==> src/sv/lkc_pkg.sv <==
// Shared types and constants for the LRU-K block cache directory.
`timescale 1ns / 1ps
`default_nettype none

package lkc_pkg;

  // Field widths
  localparam int TAB_W = 31;
  localparam int BLK_W = 31;
  localparam int HND_W = 32;
  localparam int HIT_W = 8;
  localparam int OCC_W = 5;
  localparam int THR_W = 8;
  localparam int CNT_W = 32;
  localparam int CFG_IDX_W = 1;
  localparam int CFG_DAT_W = 8;

  // Register indexes on the config port
  localparam logic [CFG_IDX_W-1:0] CFG_OCC_LIMIT  = 1'b0;
  localparam logic [CFG_IDX_W-1:0] CFG_HOT_THRESH = 1'b1;

  // Register reset values
  localparam logic [OCC_W-1:0] OCC_RESET = 5'd16;
  localparam logic [THR_W-1:0] THR_RESET = 8'd2;

  // Request codes
  localparam logic MODE_GET = 1'b0;
  localparam logic MODE_PUT = 1'b1;

  localparam logic [HIT_W-1:0] HITS_MAX = '1;
  localparam logic [CNT_W-1:0] CNT_MAX  = '1;

  // Sequencer states
  typedef enum logic [2:0] {
    S_IDLE,
    S_SCAN,
    S_SCAN_END,
    S_DECIDE,
    S_UPDATE,
    S_UPD_END,
    S_DONE
  } state_t;

  // Saturating increments
  function automatic logic [CNT_W-1:0] sat_inc_cnt(input logic [CNT_W-1:0] v);
    sat_inc_cnt = (v == CNT_MAX) ? v : v + CNT_W'(1);
  endfunction

  function automatic logic [HIT_W-1:0] sat_inc_hits(input logic [HIT_W-1:0] v);
    sat_inc_hits = (v == HITS_MAX) ? v : v + HIT_W'(1);
  endfunction

endpackage

`default_nettype wire

==> src/sv/lkc_ram.sv <==
// Generic single-write, single-read RAM with registered read data.
`timescale 1ns / 1ps
`default_nettype none

module lkc_ram #(
  parameter int WIDTH = 8,
  parameter int DEPTH = 16
) (
  input  wire logic                                 clk,
  input  wire logic                                 we,
  input  wire logic [((DEPTH > 1) ? $clog2(DEPTH) : 1)-1:0] waddr,
  input  wire logic [WIDTH-1:0]                     wdata,
  input  wire logic [((DEPTH > 1) ? $clog2(DEPTH) : 1)-1:0] raddr,
  output logic      [WIDTH-1:0]                     rdata
);

  logic [WIDTH-1:0] mem [DEPTH];

  // Write port and registered read port
  always_ff @(posedge clk) begin
    if (we) begin
      mem[waddr] <= wdata;
    end
    rdata <= mem[raddr];
  end

endmodule

`default_nettype wire

==> src/sv/lkc_scan.sv <==
// Scan unit: walks the entries one per cycle while step is high, for key match, occupancy, victim and free slot.
`timescale 1ns / 1ps
`default_nettype none

module lkc_scan
  import lkc_pkg::*;
#(
  parameter int CAPACITY = 16
) (
  input  wire logic                    clk,
  input  wire logic                    rst,
  input  wire logic                    clear,
  input  wire logic                    step,
  input  wire logic [((CAPACITY > 1) ? $clog2(CAPACITY) : 1)-1:0] idx,
  input  wire logic                    e_valid,
  input  wire logic [TAB_W-1:0]        e_tab,
  input  wire logic [BLK_W-1:0]        e_blk,
  input  wire logic [HND_W-1:0]        e_handle,
  input  wire logic [HIT_W-1:0]        e_hits,
  input  wire logic                    e_hot,
  input  wire logic [((CAPACITY > 1) ? $clog2(CAPACITY) : 1)-1:0] e_rank,
  input  wire logic [TAB_W-1:0]        key_tab,
  input  wire logic [BLK_W-1:0]        key_blk,
  output logic                         found,
  output logic [((CAPACITY > 1) ? $clog2(CAPACITY) : 1)-1:0] found_idx,
  output logic [HND_W-1:0]             f_handle,
  output logic [HIT_W-1:0]             f_hits,
  output logic                         f_hot,
  output logic [((CAPACITY > 1) ? $clog2(CAPACITY) : 1)-1:0] f_rank,
  output logic [$clog2(CAPACITY+1)-1:0] count,
  output logic [((CAPACITY > 1) ? $clog2(CAPACITY) : 1)-1:0] victim_idx,
  output logic [((CAPACITY > 1) ? $clog2(CAPACITY) : 1)-1:0] free_idx
);

  localparam int IW = (CAPACITY > 1) ? $clog2(CAPACITY) : 1;
  localparam int CW = $clog2(CAPACITY + 1);

  logic          cold_ok;
  logic [IW-1:0] cold_idx;
  logic [IW-1:0] cold_rank;
  logic          hot_ok;
  logic [IW-1:0] hot_idx;
  logic [IW-1:0] hot_rank;
  logic          free_ok;
  logic          match;
  logic          cold_take;
  logic          hot_take;

  // Compare stage for the current entry
  assign match     = e_valid && (e_tab == key_tab) && (e_blk == key_blk);
  assign cold_take = e_valid && !e_hot && (!cold_ok || (e_rank > cold_rank));
  assign hot_take  = e_valid && e_hot && (!hot_ok || (e_rank > hot_rank));

  // Control flags
  always_ff @(posedge clk) begin
    if (rst || clear) begin
      found   <= 1'b0;
      cold_ok <= 1'b0;
      hot_ok  <= 1'b0;
      free_ok <= 1'b0;
      count   <= '0;
    end else if (step) begin
      if (match) found <= 1'b1;
      if (cold_take) cold_ok <= 1'b1;
      if (hot_take) hot_ok <= 1'b1;
      if (!e_valid) free_ok <= 1'b1;
      if (e_valid) count <= count + CW'(1);
    end
  end

  // Captured indexes and matched entry fields
  always_ff @(posedge clk) begin
    if (step) begin
      if (match && !found) begin
        found_idx <= idx;
        f_handle  <= e_handle;
        f_hits    <= e_hits;
        f_hot     <= e_hot;
        f_rank    <= e_rank;
      end
      if (cold_take) begin
        cold_idx  <= idx;
        cold_rank <= e_rank;
      end
      if (hot_take) begin
        hot_idx  <= idx;
        hot_rank <= e_rank;
      end
      if (!e_valid && !free_ok) free_idx <= idx;
    end
  end

  // Least recent cold entry first, else least recent hot entry
  assign victim_idx = cold_ok ? cold_idx : hot_idx;

endmodule

`default_nettype wire

==> src/sv/lru_k_block_cache_policy.sv <==
// Top level of the two-class LRU-K block cache directory.
// Flow: start to done runs a key scan pass over the entry RAM and then, when the directory
// changes, a rank rewrite pass over the entry RAM before done.
// One request at a time; busy stays high until the done cycle ends, and both passes
// step the single entry RAM read port one entry per cycle.
// Reset: synchronous, active high; clears all valid bits, both counters and
// restores occupancy_limit to 16 and hot_threshold to 2. Results cannot be stalled.
`timescale 1ns / 1ps
`default_nettype none

module lru_k_block_cache_policy
  import lkc_pkg::*;
#(
  parameter int CAPACITY = 16
) (
  input  wire logic                 clk,
  input  wire logic                 rst,
  input  wire logic                 start,
  output logic                      busy,
  input  wire logic                 mode,
  input  wire logic [TAB_W-1:0]     table_id,
  input  wire logic [BLK_W-1:0]     block_index,
  input  wire logic [HND_W-1:0]     handle_in,
  input  wire logic                 cfg_we,
  input  wire logic [CFG_IDX_W-1:0] cfg_index,
  input  wire logic [CFG_DAT_W-1:0] cfg_data,
  output logic                      done,
  output logic                      hit,
  output logic [HND_W-1:0]          handle_out,
  output logic                      evicted,
  output logic [CNT_W-1:0]          hit_total,
  output logic [CNT_W-1:0]          request_total
);

  localparam int IW   = (CAPACITY > 1) ? $clog2(CAPACITY) : 1;
  localparam int CW   = $clog2(CAPACITY + 1);
  localparam int CMPW = (CW > OCC_W) ? CW : OCC_W;
  localparam logic [IW-1:0] LAST_IDX = IW'(CAPACITY - 1);

  typedef struct packed {
    logic [TAB_W-1:0] tab;
    logic [BLK_W-1:0] blk;
    logic [HND_W-1:0] handle;
    logic [HIT_W-1:0] hits;
    logic             hot;
    logic [IW-1:0]    rank;
  } entry_t;

  localparam int EW = $bits(entry_t);

  state_t state, state_next;

  logic [OCC_W-1:0]  occ_limit;
  logic [THR_W-1:0]  hot_thresh;
  logic [CAPACITY-1:0] valid;
  logic [IW-1:0]     cnt;
  logic [IW-1:0]     pidx;
  logic              pv_scan;
  logic              pv_upd;

  // Captured request word
  logic              k_mode;
  logic [TAB_W-1:0]  k_tab;
  logic [BLK_W-1:0]  k_blk;
  logic [HND_W-1:0]  k_hin;

  // Entry RAM
  entry_t            rd_entry;
  entry_t            wr_entry;
  logic [EW-1:0]     rd_word;
  logic              ram_we;

  // Scan results
  logic              found;
  logic [IW-1:0]     found_idx;
  logic [HND_W-1:0]  f_handle;
  logic [HIT_W-1:0]  f_hits;
  logic              f_hot;
  logic [IW-1:0]     f_rank;
  logic [CW-1:0]     count;
  logic [IW-1:0]     victim_idx;
  logic [IW-1:0]     free_idx;

  // Decision terms
  logic              accept;
  logic              is_get;
  logic              full;
  logic              do_get;
  logic              do_put;
  logic              promote;
  logic [HIT_W-1:0]  new_hits;
  logic [IW-1:0]     tgt;

  assign busy    = (state != S_IDLE);
  assign done    = (state == S_DONE);
  assign accept  = start && !busy;
  assign rd_entry = entry_t'(rd_word);

  lkc_ram #(
    .WIDTH (EW),
    .DEPTH (CAPACITY)
  ) u_ram (
    .clk   (clk),
    .we    (ram_we),
    .waddr (pidx),
    .wdata (wr_entry),
    .raddr (cnt),
    .rdata (rd_word)
  );

  lkc_scan #(
    .CAPACITY (CAPACITY)
  ) u_scan (
    .clk        (clk),
    .rst        (rst),
    .clear      (accept),
    .step       (pv_scan),
    .idx        (pidx),
    .e_valid    (valid[pidx]),
    .e_tab      (rd_entry.tab),
    .e_blk      (rd_entry.blk),
    .e_handle   (rd_entry.handle),
    .e_hits     (rd_entry.hits),
    .e_hot      (rd_entry.hot),
    .e_rank     (rd_entry.rank),
    .key_tab    (k_tab),
    .key_blk    (k_blk),
    .found      (found),
    .found_idx  (found_idx),
    .f_handle   (f_handle),
    .f_hits     (f_hits),
    .f_hot      (f_hot),
    .f_rank     (f_rank),
    .count      (count),
    .victim_idx (victim_idx),
    .free_idx   (free_idx)
  );

  // Request decision from the scan results
  always_comb begin
    is_get   = (k_mode == MODE_GET);
    // a limit of zero acts as one, so an empty directory is never full
    full     = (count != '0) &&
               ((CMPW'(count) >= CMPW'(occ_limit)) ||
                (CMPW'(count) == CMPW'(CAPACITY)));
    do_get   = is_get && found;
    do_put   = !is_get && !found;
    new_hits = sat_inc_hits(f_hits);
    promote  = !f_hot && (new_hits >= hot_thresh);
    tgt      = do_get ? found_idx : (full ? victim_idx : free_idx);
  end

  // Rank rewrite for the entry coming out of the RAM
  always_comb begin
    wr_entry = rd_entry;
    if (do_put) begin
      if (pidx == tgt) begin
        wr_entry.tab    = k_tab;
        wr_entry.blk    = k_blk;
        wr_entry.handle = k_hin;
        wr_entry.hits   = HIT_W'(1);
        wr_entry.hot    = 1'b0;
        wr_entry.rank   = '0;
      end else if (!rd_entry.hot) begin
        wr_entry.rank = rd_entry.rank + IW'(1);
      end
    end else begin
      if (pidx == tgt) begin
        wr_entry.hits = new_hits;
        wr_entry.hot  = rd_entry.hot | promote;
        wr_entry.rank = '0;
      end else if (promote) begin
        if (rd_entry.hot) begin
          wr_entry.rank = rd_entry.rank + IW'(1);
        end else if (rd_entry.rank > f_rank) begin
          wr_entry.rank = rd_entry.rank - IW'(1);
        end
      end else if ((rd_entry.hot == f_hot) && (rd_entry.rank < f_rank)) begin
        wr_entry.rank = rd_entry.rank + IW'(1);
      end
    end
    ram_we = pv_upd && ((pidx == tgt) || valid[pidx]);
  end

  // State register
  always_ff @(posedge clk) begin
    if (rst) begin
      state <= S_IDLE;
    end else begin
      state <= state_next;
    end
  end

  // Next state
  always_comb begin
    state_next = state;
    case (state)
      S_IDLE:     if (start) state_next = S_SCAN;
      S_SCAN:     if (cnt == LAST_IDX) state_next = S_SCAN_END;
      S_SCAN_END: state_next = S_DECIDE;
      S_DECIDE:   state_next = (do_get || do_put) ? S_UPDATE : S_DONE;
      S_UPDATE:   if (cnt == LAST_IDX) state_next = S_UPD_END;
      S_UPD_END:  state_next = S_DONE;
      S_DONE:     state_next = S_IDLE;
      default:    state_next = S_IDLE;
    endcase
  end

  // Entry counter and read pipeline tags
  always_ff @(posedge clk) begin
    if (rst) begin
      cnt     <= '0;
      pv_scan <= 1'b0;
      pv_upd  <= 1'b0;
    end else begin
      pv_scan <= (state == S_SCAN);
      pv_upd  <= (state == S_UPDATE);
      if (accept || (state == S_DECIDE)) begin
        cnt <= '0;
      end else if (((state == S_SCAN) || (state == S_UPDATE)) && (cnt != LAST_IDX)) begin
        cnt <= cnt + IW'(1);
      end
    end
  end

  always_ff @(posedge clk) begin
    pidx <= cnt;
  end

  // Request capture
  always_ff @(posedge clk) begin
    if (accept) begin
      k_mode <= mode;
      k_tab  <= table_id;
      k_blk  <= block_index;
      k_hin  <= handle_in;
    end
  end

  // Config registers, valid bits and totals
  always_ff @(posedge clk) begin
    if (rst) begin
      occ_limit     <= OCC_RESET;
      hot_thresh    <= THR_RESET;
      valid         <= '0;
      hit_total     <= '0;
      request_total <= '0;
    end else begin
      if (cfg_we) begin
        case (cfg_index)
          CFG_OCC_LIMIT:  occ_limit  <= cfg_data[OCC_W-1:0];
          CFG_HOT_THRESH: hot_thresh <= cfg_data[THR_W-1:0];
          default:        ;
        endcase
      end
      if (state == S_DECIDE) begin
        if (do_put) valid[tgt] <= 1'b1;
        if (is_get) request_total <= sat_inc_cnt(request_total);
        if (do_get) hit_total <= sat_inc_cnt(hit_total);
      end
    end
  end

  // Result word
  always_ff @(posedge clk) begin
    if (state == S_DECIDE) begin
      hit        <= found;
      handle_out <= do_get ? f_handle : '0;
      evicted    <= do_put && full;
    end
  end

endmodule

`default_nettype wire
==> config.mk <==
export PLATFORM = sky130hd
export DESIGN_NAME = lru_k_block_cache_policy
export DESIGN_NICKNAME = d
export VERILOG_FILES = /design/src/sv/lkc_pkg.sv /design/src/sv/lkc_ram.sv /design/src/sv/lkc_scan.sv /design/src/sv/lru_k_block_cache_policy.sv
export SDC_FILE = /design/constraint.sdc
export NUM_CORES = 2
export LEC_CHECK = 0
export ABC_AREA = 1
export BUFFER_PORTS_ARGS = -buffer_cell sky130_fd_sc_hd__buf_2
export CORE_ASPECT_RATIO = 1.4
export CORE_MARGIN = 2
export CORE_UTILIZATION = 40
export CTS_CLUSTER_SIZE = 20
export DETAILED_ROUTE_END_ITERATION = 6
export PLACE_DENSITY_LB_ADDON = 0.12
export SETUP_SLACK_MARGIN = 0.3
export SLEW_MARGIN = 0
export SYNTH_ARGS = -nofsm -noshare
export SYNTH_HDL_FRONTEND = slang
export SYNTH_SLANG_ARGS = --single-unit
==> constraint.sdc <==
create_clock -name clk -period 21.9 [get_ports clk]
set_clock_uncertainty 0.1 [all_clocks]
set_input_delay 4.38 -clock clk [delete_from_list [all_inputs] [get_ports clk]]
set_output_delay 4.38 -clock clk [all_outputs]
set_load 0.02 [all_outputs]
; Word-level counts from Yosys, hierarchy flattened
; Memory sizes are Yosys's and may differ from the RTL's. A register that Yosys moved wholly into a read port is not among the register bits.
; Index checks and enable logic that the tools add are counted.
[totals]
reg_bits = 313
out_inout_bits = 100
ram_bits = 1712
inputBits = 108
memories = 1
[op_classes]
eq_ne = 19
n_lt_le_gt_ge = 9
add_sub_neg = 7
bitwise_logic = 7
muxes = 26
n_reduce_logical = 51
[memory_table]
columns = name, words, width, read_ports, rd_clocked_by_memory_dff, wr, line_no
row1 = u_ram.mem, 16, 107, 1, 1, 1, lkc_ram.sv:17  ; logic [WIDTH-1:0] mem [DEPTH];
[op_table]
columns = cell, count
row1 = $mux 103, 1
row2 = $mux 94, 1
row3 = $add 32x1->32 const B, 2
row4 = $eq 32x32->1 const B, 2
row5 = $eq 31x31->1, 2
row6 = $mux 4, 10
row7 = $reduce_and 2->1, 10
row8 = $logic_and 1x1->1, 18
row9 = $pmux 3 s6, 1
row10 = $or 16x16->16, 1
row11 = $mux 13, 1
row12 = $gt 4x4->1, 3
row13 = $lt 4x5->1 const B, 2
row14 = $eq 3x3->1 const B, 3
row15 = $mux 3, 3
row16 = $mux 9, 1
row17 = $reduce_and 3->1, 3
row18 = $add 4x1->4 const B, 2
row19 = $add 8x1->8 const B, 1
row20 = $eq 8x8->1 const B, 1
row21 = $ge 8x8->1, 1
row22 = $logic_not 1->1, 8
row23 = $logic_or 1x1->1, 8
row24 = $mux 8, 1
row25 = 23 further kinds, 33

; Longest topological paths before layout
[logic_depth]
depth_word = 10
ltp_mapped = 19

; By module
; From an unflattened synthesis, not the netlist that was laid out.
[hier_totals]
hier_cells = 9035
area_unflattened_um2 = 91326.3
[modules_own_cells]
columns = mod, n_inst, seq_area_each_um2, area_each_um2, cells_per_inst
row1 = lkc_ram, 1, 53551.4, 75194.6, 7019
row2 = lru_k_block_cache_policy, 1, 5995.8, 12190.4, 1532
row3 = lkc_scan, 1, 2252.2, 3941.3, 484

; Worst setup path after synthesis
; OpenSTA, ideal clock, no wires.
[synth_path]
kind = input to register
from = input port start
to = register cnt[3]
setup_slack_ps = 12548
stages = 7
arrival_time_ps = 9119
required_ps = 21667
path_cell_list = inv_1 > nor2_1 > inv_1 > nand2_1 > nor2_1 > o21ai_0 > a21oi_1
[synth_between]
elab_chain_len = 3
[synth_lines]
columns = item, line_no
row1 = start: declaration, lru_k_block_cache_policy.sv:18  ; input wire logic start,
row2 = $logic_and 1x1->1, lru_k_block_cache_policy.sv:96  ; assign accept = start && !busy;
row3 = via accept, lru_k_block_cache_policy.sv:85  ; logic accept;
row4 = $logic_or 1x1->1, lru_k_block_cache_policy.sv:218  ; if (accept || (state == S_DECIDE)) begin
row5 = $reduce_or 2->1 (no line), n/a
row6 = end signal: assignment, lru_k_block_cache_policy.sv:221  ; cnt <= cnt + IW'(1);
row7 = end: declaration, lru_k_block_cache_policy.sv:56  ; logic [IW-1:0] cnt;
; The timed path passes the listed nets, and every way through them passes these cells.
; A chain may end at the register's enable or synchronous reset.

; Final worst setup path
[layout_path]
from = register state[2]
to = output port done
[layout_between]
elab_chain_len = 1
[layout_lines]
columns = item, line_no
row1 = start: declaration, lru_k_block_cache_policy.sv:51  ; state_t state, state_next;
row2 = start signal: assignment, lru_k_block_cache_policy.sv:190  ; state <= state_next;
row3 = $eq 3x3->1, lru_k_block_cache_policy.sv:95  ; assign done = (state == S_DONE);
row4 = end: declaration, lru_k_block_cache_policy.sv:27  ; output logic done,
; Every way passes these cells.

==> results by group <==
STA
  – Max_slew headroom: under 10%
  – Setup Viol. Count Final: 0
  – Final number of hold-violating endpoints: 0
  – Max-slew violations: 0
  – Clock period minus worst slack: ~6.3 ns
  – Achievable Freq: 160 MHz
  – RSZ-0062 raised after global routing: false
  – Total negative slack for setup checks: 0 ns
  – Share of the cycle needed by the critical path after routing: 28.6%
  – Slew at the pin with the worst max-slew slack: 1.36 ns

CTS
  – TritonCTS clock tree: built
  – Hold Buf Count CTS: 0
  – Clk buf depth: 4
  – Latest clock arrival within the worst-skew pair: roughly 0.85 ns
  – Number of sinks on the clock net: ~2100
  – Cell at the root of the clock tree: sky130_fd_sc_hd__clkbuf_16
  – Clock-pin transition on the worst setup and hold timing paths: about 0.06 ns
  – Count of instances resized after the clock tree is built: 0
  – Post-CTS setup buffers: 0
  – Clock buffer count from CTS: 214
  – H-Tree Level Count: 4

Worst setup path
  – Crit-path max cell delay: 0.35 ns
  – Maximum fanout count along the critical path: 4
  – Reg-to-Reg End: u_ram.mem[12][50]$_DFFE_PP_
  – Worst Setup End Kind: primary output
  – Worst setup path category: reg2out
  – Required arrival time at the worst endpoint: 17.42 ns
  – Launching element of the worst setup path: state[2]$_SDFFE_PP0P_
  – Register-to-register path setup slack: 15.67 ns
  – Type of origin of the critical path: register
  – Series of cell instances along the critical path: inv_1 -> nor3_1 -> buf_2
  – Slowest cell on crit path: sky130_fd_sc_hd__dfxtp_1
  – Worst R2R Path Depth: 14
  – Reg2reg start: k_mode$_DFFE_PP_
  – Arr. time, crit path: 1.78 ns

Global routing
  – Global-route wire length before repair: 341000 um
  – Maximum number of pins on one net before global-route repair: 217
  – Total global routing overflow: 0
  – Antenna violations before repair: 7
  – Number of global-route vias before repair: 51000
  – Gr usage total: 21.5%

Logic synthesis
  – Synthesized-area fraction occupied by ao, oa, aoi and oai cells: 11.5%
  – Leading area contributor after synthesis: sky130_fd_sc_hd__edfxtp_1
  – Xor and xnor area share after synthesis: 0.718%
  – EDFF count, synth: 1910
  – Net count after synthesis: 6660
  – Share of synthesized cell area in full adder, half adder and majority cells: less than 1%
  – Top cells by area, synth: sky130_fd_sc_hd__edfxtp_1 69%, sky130_fd_sc_hd__o21ai_0 5.7%, sky130_fd_sc_hd__dfxtp_1 5.4%
  – YS warnings: 0
  – Async set-reset flop share out of synthesis: 0%
  – Number of distinct standard cells referenced by the synthesized netlist: 52
  – Most used flip-flop cell after synthesis: sky130_fd_sc_hd__edfxtp_1
  – Most frequent cell after synthesis: sky130_fd_sc_hd__edfxtp_1
  – Synth Register Bits: roughly 2100
  – Area fraction in and, or, nand and nor cells after synthesis: 9.49%
  – Netlist area before placement: 0.0830 sq mm
  – Post-Synthesis Cells: 6517
  – Synth cell count leaders: 1910 x sky130_fd_sc_hd__edfxtp_1, 1017 x sky130_fd_sc_hd__nor2_1, 939 x sky130_fd_sc_hd__o21ai_0
  – Average instance area after synthesis: about 13 sq um
  – Share of synthesized area occupied by flip-flops and latches: 74.5%
  – Portion of netlist area occupied by mux cells: 0%
  – Yosys top cell area share: 69.1%
  – Largest family of logic cells by synthesized area: compound AO/OA/AOI/OAI gates

Routing
  – Routed via count: roughly 52000
  – Vias per inst: 5.53
  – Count of antenna-violating nets left after detailed routing: 0
  – Detailed-router iteration count before antenna repair: 6
  – DRT iter0 DRCs: around 4400
  – Routed wire length: 232000 um
  – DRC violations left: 0
  – Detail-routed net length per standard cell: 24.5 um

Floorplanning
  – X dimension of the die: 389 um
  – Ports: 208
  – Initial cell density of the core: roughly two fifths
  – Die height: around 540 um
  – Cell Rows: 197
  – Die area: 0.211 sq mm
  – Core ar.: 0.206 sq mm

Placement
  – Hpwl dp: roughly 110000 um
  – Number of buffers added on ports: 207
  – Final Wtd Congestion: 0.846

Layout
  – Count of nets after finishing: around 6800
  – Post-layout util: a little under half
  – Layout cells sized above 1: 9.56%
  – Layout overhead on the synthesized area: 12.6%
  – Fillcell total: 18600

Power
  – Leak Pwr: roughly 31 nW
  – VDD IR max: about 0.074 mV
  – Cell Pwr Density: 120 mW/mm^2
  – Overall power consumption: about 11 mW

Outcome
  – Status: finished, final reports clean

Min path
  – Worst hold endpoint: u_scan.f_handle[25]$_DFFE_PP_
  – Hold wc startpoint: u_ram.rdata[38]$_DFF_P_
  – Class of the tightest hold or removal check: reg2reg
  – Hold path depth: 0

Job
  – Max-Cap Viols: 0
-- placed cells by master, fill, tap and decap left out, types with 19 or more instances in the layout --
cell / n
sky130_fd_sc_hd__nor2_1: 998
sky130_fd_sc_hd__nor3_1: 34
sky130_fd_sc_hd__nand2_1: 591
sky130_fd_sc_hd__clkinv_2: 33
sky130_fd_sc_hd__o21ai_0: 939
sky130_fd_sc_hd__o221ai_1: 171
sky130_fd_sc_hd__dfxtp_1: 219
sky130_fd_sc_hd__buf_4: 61
sky130_fd_sc_hd__o211ai_1: 45
sky130_fd_sc_hd__inv_1: 291
sky130_fd_sc_hd__o22ai_1: 264
sky130_fd_sc_hd__clkbuf_16: 217
sky130_fd_sc_hd__xor2_1: 19
sky130_fd_sc_hd__buf_2: 207
sky130_fd_sc_hd__ha_1: 34
sky130_fd_sc_hd__o21ai_2: 30
sky130_fd_sc_hd__edfxtp_1: 1910
sky130_fd_sc_hd__clkinv_1: 44
sky130_fd_sc_hd__nand3_1: 231
sky130_fd_sc_hd__nor2_4: 21
sky130_fd_sc_hd__nand4_1: 33
sky130_fd_sc_hd__a21oi_1: 96
sky130_fd_sc_hd__o21ai_1: 67
sky130_fd_sc_hd__xnor2_1: 49
sky130_fd_sc_hd__clkbuf_1: 60
-- flip-flops by register name, indices dropped and copies added (netlist names), 5 cells and up --
signal	count
handle_out	32
hit_total	32
hot_thresh	8
k_blk	31
k_hin	32
k_tab	31
occ_limit	5
request_total	32
u_ram.mem	1712
u_ram.rdata	107
u_scan.count	5
u_scan.f_handle	32
u_scan.f_hits	8
valid	16
-- stage by stage --
step	hold slack, ns	cell area (sq um)	std cells	worst slack, ns
floorplan	0.250	83000	6517	12.55
global placement	0.310	86800	9099	15.37
detailed placement	0.314	86800	9099	15.33
CTS	0.324	93400	9488	15.57
global route	0.337	93400	9491	15.31
finish	0.326	93400	9492	15.64
-- logic make-up after synthesis --
group / after synthesis
flops: 2132
simple gates: 1946
compound gates: 1648
buf+inv: 688
xor+xnor: 68
fa+ha+maj: 35
-- how the worst max path moves through the flow --
| stage | end | cells after the start | slack [ns] |
|---|---|---|---|
| finish | done | 3 | 15.64 |
| global route | u_ram.mem[12][50]$_DFFE_PP_ | 14 | 15.31 |
| floorplan | cnt[3]$_SDFFE_PP0P_ | 7 | 12.55 |
| global placement | cnt[0]$_SDFFE_PP0P_ | 8 | 15.37 |
| CTS | u_ram.mem[12][50]$_DFFE_PP_ | 14 | 15.57 |
| detailed placement | k_blk[13]$_DFFE_PP_ | 5 | 15.33 |
-- power by group --
| group | internal, mW | total [mW] | leakage (nW) | switching, mW |
|---|---|---|---|---|
| Clock | 2.02 | 3.55 | 3.26 | 1.52 |
| Combinational | 0.557 | 2.25 | 9.04 | 1.70 |
| Sequential | 5.20 | 5.39 | 19.0 | 0.184 |
-- routing by layer --
| layer | part of all wire (%) | global-route usage (%) | vias up |
|---|---|---|---|
| met1 | 45 | 30.1 | 26500 |
| met2 | 48 | 35.9 | 1589 |
| met5 | 0.029 | 0 | - |
| met3 | 5.3 | 2.62 | 319 |
| met4 | 2.0 | 4.88 | 8 |
| li1 | - | - | 24000 |
-- critical path: cells and delay by family, from the launching register on --
family,cells,cell delay [ns]
buf+inv,2,0.31
flops,1,0.35
simple gates,1,0.26
-- layout make-up --
cell class | count | area [sq um] | share of cell area, %
sequential | 2132 | 61800 | 66.2
multi-input combinational | 3697 | 18600 | 19.9
clock buffer | 294 | 5890 | 6.30
tap | 2686 | 3360 | 3.60
timing repair buffer | 285 | 1830 | 1.96
inverter | 299 | 1150 | 1.23
clock inverter | 95 | 761 | 0.814
antenna | 4 | 10.0 | 0.0107
No activity file was read; power rests on OpenSTA's default activity.
